--- src/spc_pkg.sv ---
package spc_pkg;

  // Shape pair codes carried in the kind field.
  localparam logic [1:0] KIND_CC   = 2'd0;  // circle A against circle B
  localparam logic [1:0] KIND_CB   = 2'd1;  // circle A against box B
  localparam logic [1:0] KIND_BB   = 2'd2;  // box A against box B
  localparam logic [1:0] KIND_NONE = 2'd3;  // unused, never a hit

  // Square root: the radicand is a squared distance in Q.18 scaled up by 2^16.
  localparam int ROOT_W = 31;
  localparam int RAD_W  = 2 * ROOT_W;

  // Normal divider: numerator is a Q.9 magnitude shifted up by 22 plus a
  // rounding half of the divisor, the quotient is a Q1.14 magnitude.
  localparam int NUM_W = 45;
  localparam int QUO_W = 15;

  typedef struct packed {
    logic [1:0]          kind;
    logic signed [23:0]  ax;
    logic signed [23:0]  ay;
    logic [19:0]         a_radius;
    logic [19:0]         a_width;
    logic [19:0]         a_height;
    logic signed [23:0]  bx;
    logic signed [23:0]  by;
    logic [19:0]         b_radius;
    logic [19:0]         b_width;
    logic [19:0]         b_height;
  } req_t;

  typedef struct packed {
    logic                hit;
    logic signed [15:0]  normal_x;
    logic signed [15:0]  normal_y;
    logic [21:0]         penetration;
  } rsp_t;

endpackage

--- src/spc_sqrt.sv ---
module spc_sqrt (
  input  logic                       clk,
  input  logic                       en,
  input  logic [spc_pkg::RAD_W-1:0]  rad,
  output logic [spc_pkg::ROOT_W-1:0] root
);

  localparam int RADW  = spc_pkg::RAD_W;
  localparam int ROOTW = spc_pkg::ROOT_W;
  localparam int RMW   = ROOTW + 3;

  // One result bit per stage, two radicand bits consumed per stage.
  logic [RMW-1:0]   rem_q  [ROOTW];
  logic [ROOTW-1:0] root_q [ROOTW];
  logic [RADW-1:0]  rad_q  [ROOTW];

  for (genvar k = 0; k < ROOTW; k++) begin : g_stage
    logic [RMW-1:0]   rem_src;
    logic [RMW-1:0]   rem_sh;
    logic [RMW-1:0]   trial;
    logic [ROOTW-1:0] root_src;
    logic [RADW-1:0]  rad_src;

    if (k == 0) begin : g_first
      assign rem_src  = '0;
      assign root_src = '0;
      assign rad_src  = rad;
    end else begin : g_rest
      assign rem_src  = rem_q[k-1];
      assign root_src = root_q[k-1];
      assign rad_src  = rad_q[k-1];
    end

    assign rem_sh = {rem_src[RMW-3:0], rad_src[RADW-1 -: 2]};
    assign trial  = RMW'({root_src, 2'b01});

    always_ff @(posedge clk) begin
      if (en) begin
        if (rem_sh >= trial) begin
          rem_q[k]  <= rem_sh - trial;
          root_q[k] <= {root_src[ROOTW-2:0], 1'b1};
        end else begin
          rem_q[k]  <= rem_sh;
          root_q[k] <= {root_src[ROOTW-2:0], 1'b0};
        end
        rad_q[k] <= {rad_src[RADW-3:0], 2'b00};
      end
    end
  end

  assign root = root_q[ROOTW-1];

endmodule

--- config.mk ---
export PLATFORM = sky130hd
export DESIGN_NAME = spc_sqrt
export DESIGN_NICKNAME = d
export VERILOG_FILES = /design/src/spc_pkg.sv /design/src/spc_sqrt.sv
export SDC_FILE = /design/constraint.sdc
export NUM_CORES = 2
export LEC_CHECK = 0
export CAP_MARGIN = 10
export CORE_ASPECT_RATIO = 1.2
export CORE_MARGIN = 10
export CORE_UTILIZATION = 45
export CTS_CLUSTER_DIAMETER = 200
export DETAILED_ROUTE_END_ITERATION = 10
export DONT_BUFFER_PORTS = 1
export HOLD_SLACK_MARGIN = 0.1
export PLACE_DENSITY = 0.69
export SLEW_MARGIN = 20
export SYNTH_ARGS = -nofsm -noshare
export SYNTH_HDL_FRONTEND = slang
export SYNTH_SLANG_ARGS = --single-unit
--- constraint.sdc ---
create_clock -name clk -period 6.88 [get_ports clk]
set_input_delay 1.376 -clock clk [delete_from_list [all_inputs] [get_ports clk]]
set_output_delay 1.376 -clock clk [all_outputs]
set_load 0.01 [all_outputs]
==> results by group <==
Clock network
  • Bufs on Longest Clock Path: 4
  • TritonCTS Buffers: roughly 240
  • Clock root buffer: clkbuf_16
  • Clk sinks: about 2300
  • H-tree Lvls: 4
  • Post CTS Setup Buffer Count: 0
  • Worst skew pair latency: approximately 900 ps
  • Clk pin slew, worst setup/hold paths: ~60 ps
  • Hold_buf cts: 0
  • TritonCTS clock tree: built
  • Post_cts resized: 0

Critical path
  • Depth of the worst register-to-register path: 11
  • Worst R2R Start: rem_q[1][170]
  • Setup crit end kind: register
  • Instance count on the critical path: 11
  • Critical path arrival: 4790 ps
  • Worst Path Class, Setup: reg -> reg
  • CP bufs+invs: 1
  • Worst Path Max Fanout: 17
  • CP startpoint: rem_q[1][170]
  • Slowest cell on crit path: o311ai_4
  • CP dominant cell by count: a21boi_0
  • CP top delay family: compound AO/OA/AOI/OAI gates
  • Worst Path Required: 7470 ps
  • R2R setup slack: about 2700 ps
  • Worst R2R End: rem_q[1][229]
  • Worst setup path end: rem_q[1][229]
  • CP Launch Type: register
  • Crit path largest cell delay: a little under 800 ps
  • CP cell instances: ha_1 > nor2b_1 > o21ai_0 > a21boi_0 > o2111ai_1 > a21boi_0 > nor2_1 > o311ai_4 > buf_4 > nand3_1 > xnor2_1

Logic synthesis
  • Synth Register Bits: about 2300
  • Syn_nets: a little over 9000
  • Primary FF master, synth: edfxtp_1
  • Sequential share of the synthesized area: roughly 64%
  • Mapped Area: between 100000 and 150000 um2
  • Async SR Flop Fraction: 0%
  • Synth Instances: between 8000 and 9000
  • Yosys warnings: 0
  • Mean post-synth cell area: 12.9 um2
  • Post-synth EDFFs: 2338
  • Distinct cells, synth: between 90 and 100

Floorplanning
  • Die H: approximately 560 um
  • Top Ports: 95
  • Num rows: 198
  • Initial Util: between 40% and 50%
  • Core area: approximately 240000 um2
  • Die area: roughly 260000 um2
  • Die width: ~470 um

STA
  • Achievable Freq: 238 MHz
  • Tcrit/Tclk final: 60.9%
  • Slew at the pin with the worst max-slew slack: ~1000 ps
  • RSZ-0062 raised after global routing: false
  • Worst Skew: 66.0 ps
  • Count of pins over their slew limit: 0
  • Normalized max-slew margin: between 30% and 40%
  • Setup violators final: 0
  • TNS Setup: 0 ps
  • Final hold vios: 0
  • Crit path time final: roughly 4200 ps

Route
  • Final wirelength: between 200000 and 250000 um
  • Wire per inst: between 15 and 20 um
  • Vias: 65300
  • DRT Pass-1 Iters: 6
  • DRC Markers: 0
  • Post-DRT Antenna Nets: 0
  • Vias per inst: roughly 5.4
  • Iteration-0 DRC Markers: 4901

Power and ir drop
  • Pint: a little under 30 mW
  • Logic pwr share: roughly a fifth
  • Clk pwr share: roughly a third
  • VDD IR max: about 0.3 mV
  • Switching power total: 11.5 mW
  • Pwr per Cell Area: approximately 340 nW/um2
  • Total power: around 41 mW
  • Sw Ratio: around 28%
  • Pleak: ~46 nW
  • Seq pwr share: a little under half

Placed design
  • Placer Congestion: 0.887
  • Port bufs: 0
  • HPWL after detailed placement: around 160000 um

Final layout
  • Fin nets: 9212
  • Area grow syn2layout: 10.9%
  • Share of cells above drive strength 1: under 10%
  • Most common cell after layout, fill and taps aside: edfxtp_1
  • Most frequent cells in the layout: edfxtp_1 (2338), inv_1 (680), nand2_1 (565)

Global routing
  • Global Route Usage Sum: between 10% and 20%
  • First-pass GRT wire length: 354000 um
  • Gr ovfl total: 0
  • Number of global-route vias before repair: between 60000 and 70000
  • Largest net degree at the start of global routing: roughly 180
  • Initial antenna violation count: 1

Job
  • Max cap viols: 0

Run status
  • Outcome: completed

Worst hold path
  • Hold Crit Class: reg -> reg
-- cells in the mapped netlist, drive strengths merged (99+ instances only) --
master,number,area [um2]
inv,681,2560
nor2,524,1970
clkbuf,150,563
a21o,201,1510
nand2,565,2120
a21oi,485,2430
o21ai,482,2410
xnor2,384,3360
o21a,99,743
xor2,376,3290
edfxtp,2338,70200
nor3,221,1110
ha,529,6620
nand2b,114,721
nor4,138,897
nand3,154,771
-- layer usage --
layer  vias to the layer above  part of all wire [%]  global-route usage [%]
li1                      31600                     -                       -
met1                     31700                    38                    18.3
met2                      1440                    54                    31.3
met3                       574                   3.3                    2.14
met4                         0                   4.6                    7.19
met5                         -                     0                       0
-- sequential cells by signal, summed over array words and instances, names as in the netlist --
| register | count |
|---|---|
| root_q | 496 |
| rad_q | 930 |
| rem_q | 913 |
-- kinds of logic after synthesis --
kind of cell | share of synthesized area, %
buffers and inverters | 2.97
XOR/XNOR | 6.09
multiplexers | 0.818
adder cells (fa/ha/maj) | 6.06
AO/OA/AOI/OAI | 9.40
AND/OR/NAND/NOR | 10.4
flip-flops | 64.3
-- power by group through the flow --
stage               registers [mW]  clock network [mW]  logic (mW)
global route                  19.5                14.1        9.32
global placement              19.7                   0        8.08
detailed placement            19.7                   0        8.26
finish                        19.4                13.1        8.33
CTS                           19.4                13.5        8.33
floorplan                     19.0                   0        6.38
-- how the worst min path moves through the flow --
stage | start | endpoint | slack [ps] | cells past startpoint
finish | rad_q[0][162] | rad_q[0][224] | 390 | 0
global route | rad_q[0][162] | rad_q[0][224] | 400 | 0
CTS | rad_q[0][162] | rad_q[0][224] | 380 | 0
detailed placement | rad_q[0][75] | rad_q[0][137] | 400 | 0
global placement | rad_q[0][572] | rad_q[0][634] | 400 | 0
floorplan | rad_q[0][38] | rad_q[0][100] | 400 | 0
-- area by class of cell --
class | instances | area, um2
tap | 3200 | 4000
antenna | 1 | 2.50
fill | 20500 | 121000
clock buffer | 277 | 6210
timing repair buffer | 60 | 537
multi-input combinational | 5295 | 35900
sequential | 2339 | 70200
clock inverter | 162 | 1760
inverter | 681 | 2560
-- stage by stage --
| stage | setup slack [ps] | instances | area, um2 | hold WS (ps) | utilization, % |
|---|---|---|---|---|---|
| final | 2690 | 12000 | 121000 | 390 | 50.1 |
| after global routing | 2390 | 12000 | 121000 | 396 | 50.1 |
| after CTS | 2840 | 12000 | 121000 | 382 | 50.1 |
| after detailed placement | 2170 | 11600 | 113000 | 405 | 46.8 |
| after global placement | 2170 | 11600 | 113000 | 400 | 46.8 |
| after floorplan | 2650 | 8490 | 109000 | 400 | - |
Note: power is estimated with default switching activity, not from simulation.
