===== src/spc_pkg.sv =====
package spc_pkg;

  // Shape pair codes carried in the kind field.
  localparam logic [1:0] KIND_CC   = 2'd0;  // circle A against circle B
  localparam logic [1:0] KIND_CB   = 2'd1;  // circle A against box B
  localparam logic [1:0] KIND_BB   = 2'd2;  // box A against box B
  localparam logic [1:0] KIND_NONE = 2'd3;  // unused, never a hit

  // Square root: the radicand is a squared distance in Q.18 scaled up by 2^16.
  localparam int ROOT_W = 31;
  localparam int RAD_W  = 2 * ROOT_W;

  // Normal divider: numerator is a Q.9 magnitude shifted up by 22 plus a
  // rounding half of the divisor, the quotient is a Q1.14 magnitude.
  localparam int NUM_W = 45;
  localparam int QUO_W = 15;

  typedef struct packed {
    logic [1:0]          kind;
    logic signed [23:0]  ax;
    logic signed [23:0]  ay;
    logic [19:0]         a_radius;
    logic [19:0]         a_width;
    logic [19:0]         a_height;
    logic signed [23:0]  bx;
    logic signed [23:0]  by;
    logic [19:0]         b_radius;
    logic [19:0]         b_width;
    logic [19:0]         b_height;
  } req_t;

  typedef struct packed {
    logic                hit;
    logic signed [15:0]  normal_x;
    logic signed [15:0]  normal_y;
    logic [21:0]         penetration;
  } rsp_t;

endpackage


===== src/spc_div.sv =====
module spc_div (
  input  logic                       clk,
  input  logic                       en,
  input  logic [spc_pkg::NUM_W-1:0]  num,
  input  logic [spc_pkg::ROOT_W-1:0] den,
  output logic [spc_pkg::QUO_W-1:0]  quo
);

  localparam int NUMW = spc_pkg::NUM_W;
  localparam int DENW = spc_pkg::ROOT_W;
  localparam int QW   = spc_pkg::QUO_W;

  // Restoring division, one quotient bit per stage, most significant first.
  // The quotient is known to stay below 2^QW.
  logic [NUMW-1:0] rem_q [QW];
  logic [DENW-1:0] den_q [QW];
  logic [QW-1:0]   quo_q [QW];

  for (genvar k = 0; k < QW; k++) begin : g_stage
    localparam int SH = QW - 1 - k;
    logic [NUMW-1:0] rem_src;
    logic [NUMW-1:0] cmp;
    logic [DENW-1:0] den_src;
    logic [QW-1:0]   quo_src;

    if (k == 0) begin : g_first
      assign rem_src = num;
      assign den_src = den;
      assign quo_src = '0;
    end else begin : g_rest
      assign rem_src = rem_q[k-1];
      assign den_src = den_q[k-1];
      assign quo_src = quo_q[k-1];
    end

    assign cmp = NUMW'(den_src) << SH;

    always_ff @(posedge clk) begin
      if (en) begin
        if (rem_src >= cmp) begin
          rem_q[k] <= rem_src - cmp;
          quo_q[k] <= {quo_src[QW-2:0], 1'b1};
        end else begin
          rem_q[k] <= rem_src;
          quo_q[k] <= {quo_src[QW-2:0], 1'b0};
        end
        den_q[k] <= den_src;
      end
    end
  end

  assign quo = quo_q[QW-1];

endmodule


===== config.mk =====
export PLATFORM = sky130hd
export DESIGN_NAME = spc_div
export DESIGN_NICKNAME = d
export VERILOG_FILES = /design/src/spc_pkg.sv /design/src/spc_div.sv
export SDC_FILE = /design/constraint.sdc
export NUM_CORES = 2
export LEC_CHECK = 0
export BUFFER_PORTS_ARGS = -buffer_cell sky130_fd_sc_hd__buf_4
export CAP_MARGIN = 40
export CORE_ASPECT_RATIO = 0.7
export CORE_MARGIN = 3
export CORE_UTILIZATION = 50
export CTS_CLUSTER_DIAMETER = 50
export DETAILED_ROUTE_END_ITERATION = 6
export PLACE_DENSITY = 0.68
export SYNTH_ARGS = -nofsm -noshare
export SYNTH_HDL_FRONTEND = slang
export SYNTH_SLANG_ARGS = --single-unit

===== constraint.sdc =====
create_clock -name clk -period 3.37 [get_ports clk]
set_clock_uncertainty 0.05 [all_clocks]
set_input_delay 0.1685 -clock clk [delete_from_list [all_inputs] [get_ports clk]]
set_output_delay 0.1685 -clock clk [all_outputs]
set_load 0.02 [all_outputs]

==> flow_metrics.py <==
metrics = {
    "run_status": {
        "status": "finished with violations",
        "violations": "setup timing",
    },
    "yosys": {
        "yosysTopAreaCell": "edfxtp_1",
        "syn_nets": 6836,
        "synth_cells": 6279,
        "yosysWarnings": 0,
        "synth_edf_count": 1183,
        "synth_ff_type": "edfxtp_1",
        "ys_ff_latch": 1184,
        "synthArstFlopShare_pct": 0,
        "ys_seq_area_share_pct": 52.1,
        "yosysTopAreaCellShare_pct": 52.1,
        "synth_cell_types": 101,
        "syn_area_um2": 68200,
        "avgSynthCellArea_um2": 10.9,
        "synth.area.top_cells": "edfxtp_1 52%, ha_1 8.5%, a21oi_1 3.4%, xnor2_1 3.3%, inv_1 3.1%",
    },
    "clocking": {
        "cts_made_buffers": 135,
        "clock_latency_ns": 0.79,
        "cts_buffer_depth": 3,
        "htree_levels": 4,
        "cts.clk_slew.worst_paths_ns": 0.06,
        "cts_sinks": 1184,
        "root_buffer": "clkbuf_16",
        "cts_tree": "built",
    },
    "critical_path": {
        "critPathBufInv": 4,
        "worst_path_max_delay_cell": "a211o_4",
        "crit_path_cell_trace": "inv_1, ha_2, inv_2, fa_2, a21o_1, a21o_1, a21oi_2, nand2b_4, a21o_1, o211ai_1, buf_4, a41o_1, a211o_4, clkbuf_16, mux2_4",
        "required_ns": 3.85,
        "crit_path_max_fanout": 7,
        "end_kind": "register",
        "crit_path_max_incr_delay_ns": 0.46,
        "crit_family": "compound AO/OA/AOI/OAI gates",
        "cpMostUsedCell": "a21o_1",
        "regToRegEndpoint": "rem_q[0][256]",
        "r2r_cells": 15,
        "criticalPathCategory": "reg -> reg",
        "cp.arrival_ns": 4.28,
        "reg2reg_setup_slack_ns": -0.43,
        "r2r-start": "rem_q[0][189]",
        "cp-start-kind": "register",
    },
    "global_route": {
        "grt_max_degree": 166,
        "grt_pass1_vias": 52500,
        "grt.total_usage_pct": 30.6,
        "antenna_found_initial": 10,
        "grt_pass1_wl_um": 324000,
        "grt_overflow": 0,
    },
    "power_and_ir_drop": {
        "p_sw_mw": 30.9,
        "leakagePower_nw": 39.1,
        "combPwrFrac_pct": 51.2,
        "power_density_nw_per_um2": 858,
        "internal_power_mw": 49.3,
        "clockPowerShare_pct": 19.1,
        "power_mw": 80.2,
        "p_seq_share_pct": 29.7,
        "ir_drop_mv": 0.575,
        "p_sw_share_pct": 38.6,
    },
    "hold_path": {
        "worstHoldPathType": "in -> reg",
        "hold_end": "rem_q[0][9]",
        "hold_depth": 2,
        "worstHoldStart": "num[9]",
    },
    "finish": {
        "drive_above_1_share_pct": 32.3,
        "fillCellCount": 9494,
        "num-nets-final": 8428,
        "syn2layout_area_growth_pct": 37.1,
        "final_util_pct": 69.6,
    },
    "place": {
        "portBuffers": 92,
        "gp_congestion": 0.993,
        "hpwl_um": 162000,
    },
    "sta": {
        "holdWs_ns": 0.0631,
        "slew_viol_final": 0,
        "tightest_slew_ns": 0.951,
        "period_share_pct": 113,
        "fmax_mhz": 263,
        "period_minus_slack_ns": 3.80,
        "hold_violations": 0,
        "rsz0062_at_grt": "yes",
        "setup_ws_ns": -0.433,
        "setup_viol": 411,
        "relSlewSlack_pct": 36.6,
    },
    "die": {
        "die-area_um2": 141000,
        "die_h_um": 315,
        "boundaryPins": 93,
        "die_w_um": 447,
        "coreArea_um2": 134000,
        "start_util_pct": 50.8,
        "floorplan.rows": 112,
    },
    "drt": {
        "first_iter_violations": 7746,
        "wirelength_um": 232000,
        "postRouteAntennaNets": 0,
        "drc": 0,
        "via_per_inst": 5.90,
        "vias": 57500,
        "first_pass_iters": 6,
        "wl_per_cell_um": 23.8,
    },
    "job": {
        "cap_viol_max_count": 0,
    },
}
[sequential cells by signal, indices dropped and copies added (netlist names)]
name / count
den_q: 434
quo_q: 120
rem_q: 630
[placed cells by master (no fill, tap or decap), types with 52 or more instances in the layout]
master,n
buf_4,1325
edfxtp_1,1183
inv_1,541
nand2_1,460
ha_1,419
a21oi_1,382
nor2_1,264
a21o_1,263
xnor2_1,250
o21ai_0,204
xor2_1,204
clkbuf_16,161
o21ai_2,124
o21ai_1,112
buf_6,103
nand4_1,92
nand3_1,92
dlygate4sd3_1,80
nand2b_1,76
a21oi_2,69
nor3_1,65
nor2b_1,62
nor2_4,61
o21a_1,57
and3_1,54
nor4_1,52
o21bai_1,52
[power groups by stage]
stage | Sequential [mW] | Combinational (mW) | Clock [mW]
after detailed placement | 23.7 | 33.6 | 0
after global placement | 23.7 | 33.0 | 0
after global routing | 24.1 | 43.8 | 16.2
after CTS | 23.5 | 36.2 | 15.5
final | 23.8 | 41.1 | 15.3
after floorplan | 22.8 | 20.1 | 0
[Yosys cell counts (81+ instances only)]
cell,number
ha_1,465
xnor2_1,255
clkbuf_1,145
nor3_1,81
edfxtp_1,1183
nand3_1,112
inv_1,563
a21o_1,266
o21ai_1,177
nor2_1,346
nand2_1,537
nand4_1,92
a21oi_1,469
xor2_1,206
o21ai_0,283
[worst reg2reg max path, cell delays in order, from the launching register on]
cell and delay [ns]:
edfxtp_1 0.40, inv_1 0.08, ha_2 0.19, inv_2 0.04, fa_2 0.36, a21o_1 0.17
a21o_1 0.19, a21oi_2 0.12, nand2b_4 0.15, a21o_1 0.22, o211ai_1 0.13, buf_4 0.20
a41o_1 0.23, a211o_4 0.47, clkbuf_16 0.24, mux2_4 0.31
[layer usage]
| metal | share of wire (%) | GRT usage [%] | vias to the layer above |
|---|---|---|---|
| met2 | 34 | 34.2 | 2974 |
| met5 | 0.019 | 0.690 | - |
| met3 | 17 | 14.4 | 187 |
| met4 | 1.0 | 5.21 | 6 |
| met1 | 48 | 51.1 | 28000 |
| li1 | - | - | 26300 |
[cells by family (layout without fill, tap and decap cells)]
family	after synthesis	after routing	share of synthesized area, %
AOI/OAI and AO/OA	1654	1658	15.2
DFF	1184	1184	52.1
other	0	3	0
adders and majority gates	479	479	8.95
buffers and inverters	755	2454	4.26
and+or+nand+nor	1654	1654	12.0
xor gates and xnor gates	461	461	5.92
muxes	92	92	1.51
[repair_timing]
action                     4_1_cts  5_1_grt
resized for setup              464      826
buffers inserted                99      138
hold buffers                    80        0
pin swaps                      187      338
hold endpoints to repair       127        0
gates cloned                    24       37
setup endpoints to repair      494      533
[per-stage QoR]
stage               area [um^2]  worst slack, ns   TNS, ns  std cells
finish                    93500           -0.433    -76.01       9752
global route              93500           -0.487   -105.46       9749
CTS                       88600           -0.324    -46.95       9605
detailed placement        79800           -0.774   -159.74       9164
global placement          79800           -0.725   -138.84       9164
floorplan                 68200         -0.00570  -0.00570       6279
[area by class of cell]
| cell class | count | area, um^2 | share of cell area, % |
|---|---|---|---|
| Timing Repair Buffer | 1639 | 14600 | 15.6 |
| Inverter | 566 | 2140 | 2.29 |
| Clock inverter | 85 | 1040 | 1.11 |
| Antenna cell | 3 | 7.51 | 0.00803 |
| Tap cell | 1767 | 2210 | 2.37 |
| Clock buffer | 163 | 3510 | 3.76 |
| Sequential cell | 1184 | 35500 | 38.0 |
| Timing Repair inverter | 1 | 6.26 | 0.00669 |
| Multi-Input combinational cell | 4344 | 34500 | 36.9 |
[how the worst max path moves through the flow]
stage                              from  slack (ns)             to  cells after the start
after global placement     rem_q[1][93]       -0.73  rem_q[1][176]                     15
after global routing       rem_q[0][13]       -0.49   rem_q[0][59]                     16
after detailed placement  rem_q[1][210]       -0.77  rem_q[1][263]                     12
after CTS                 rem_q[1][181]       -0.32  rem_q[1][255]                     16
final                     rem_q[0][189]       -0.43  rem_q[0][256]                     15
after floorplan           rem_q[0][101]      -0.006  rem_q[0][170]                     14
(Power assumes the default switching activity.)
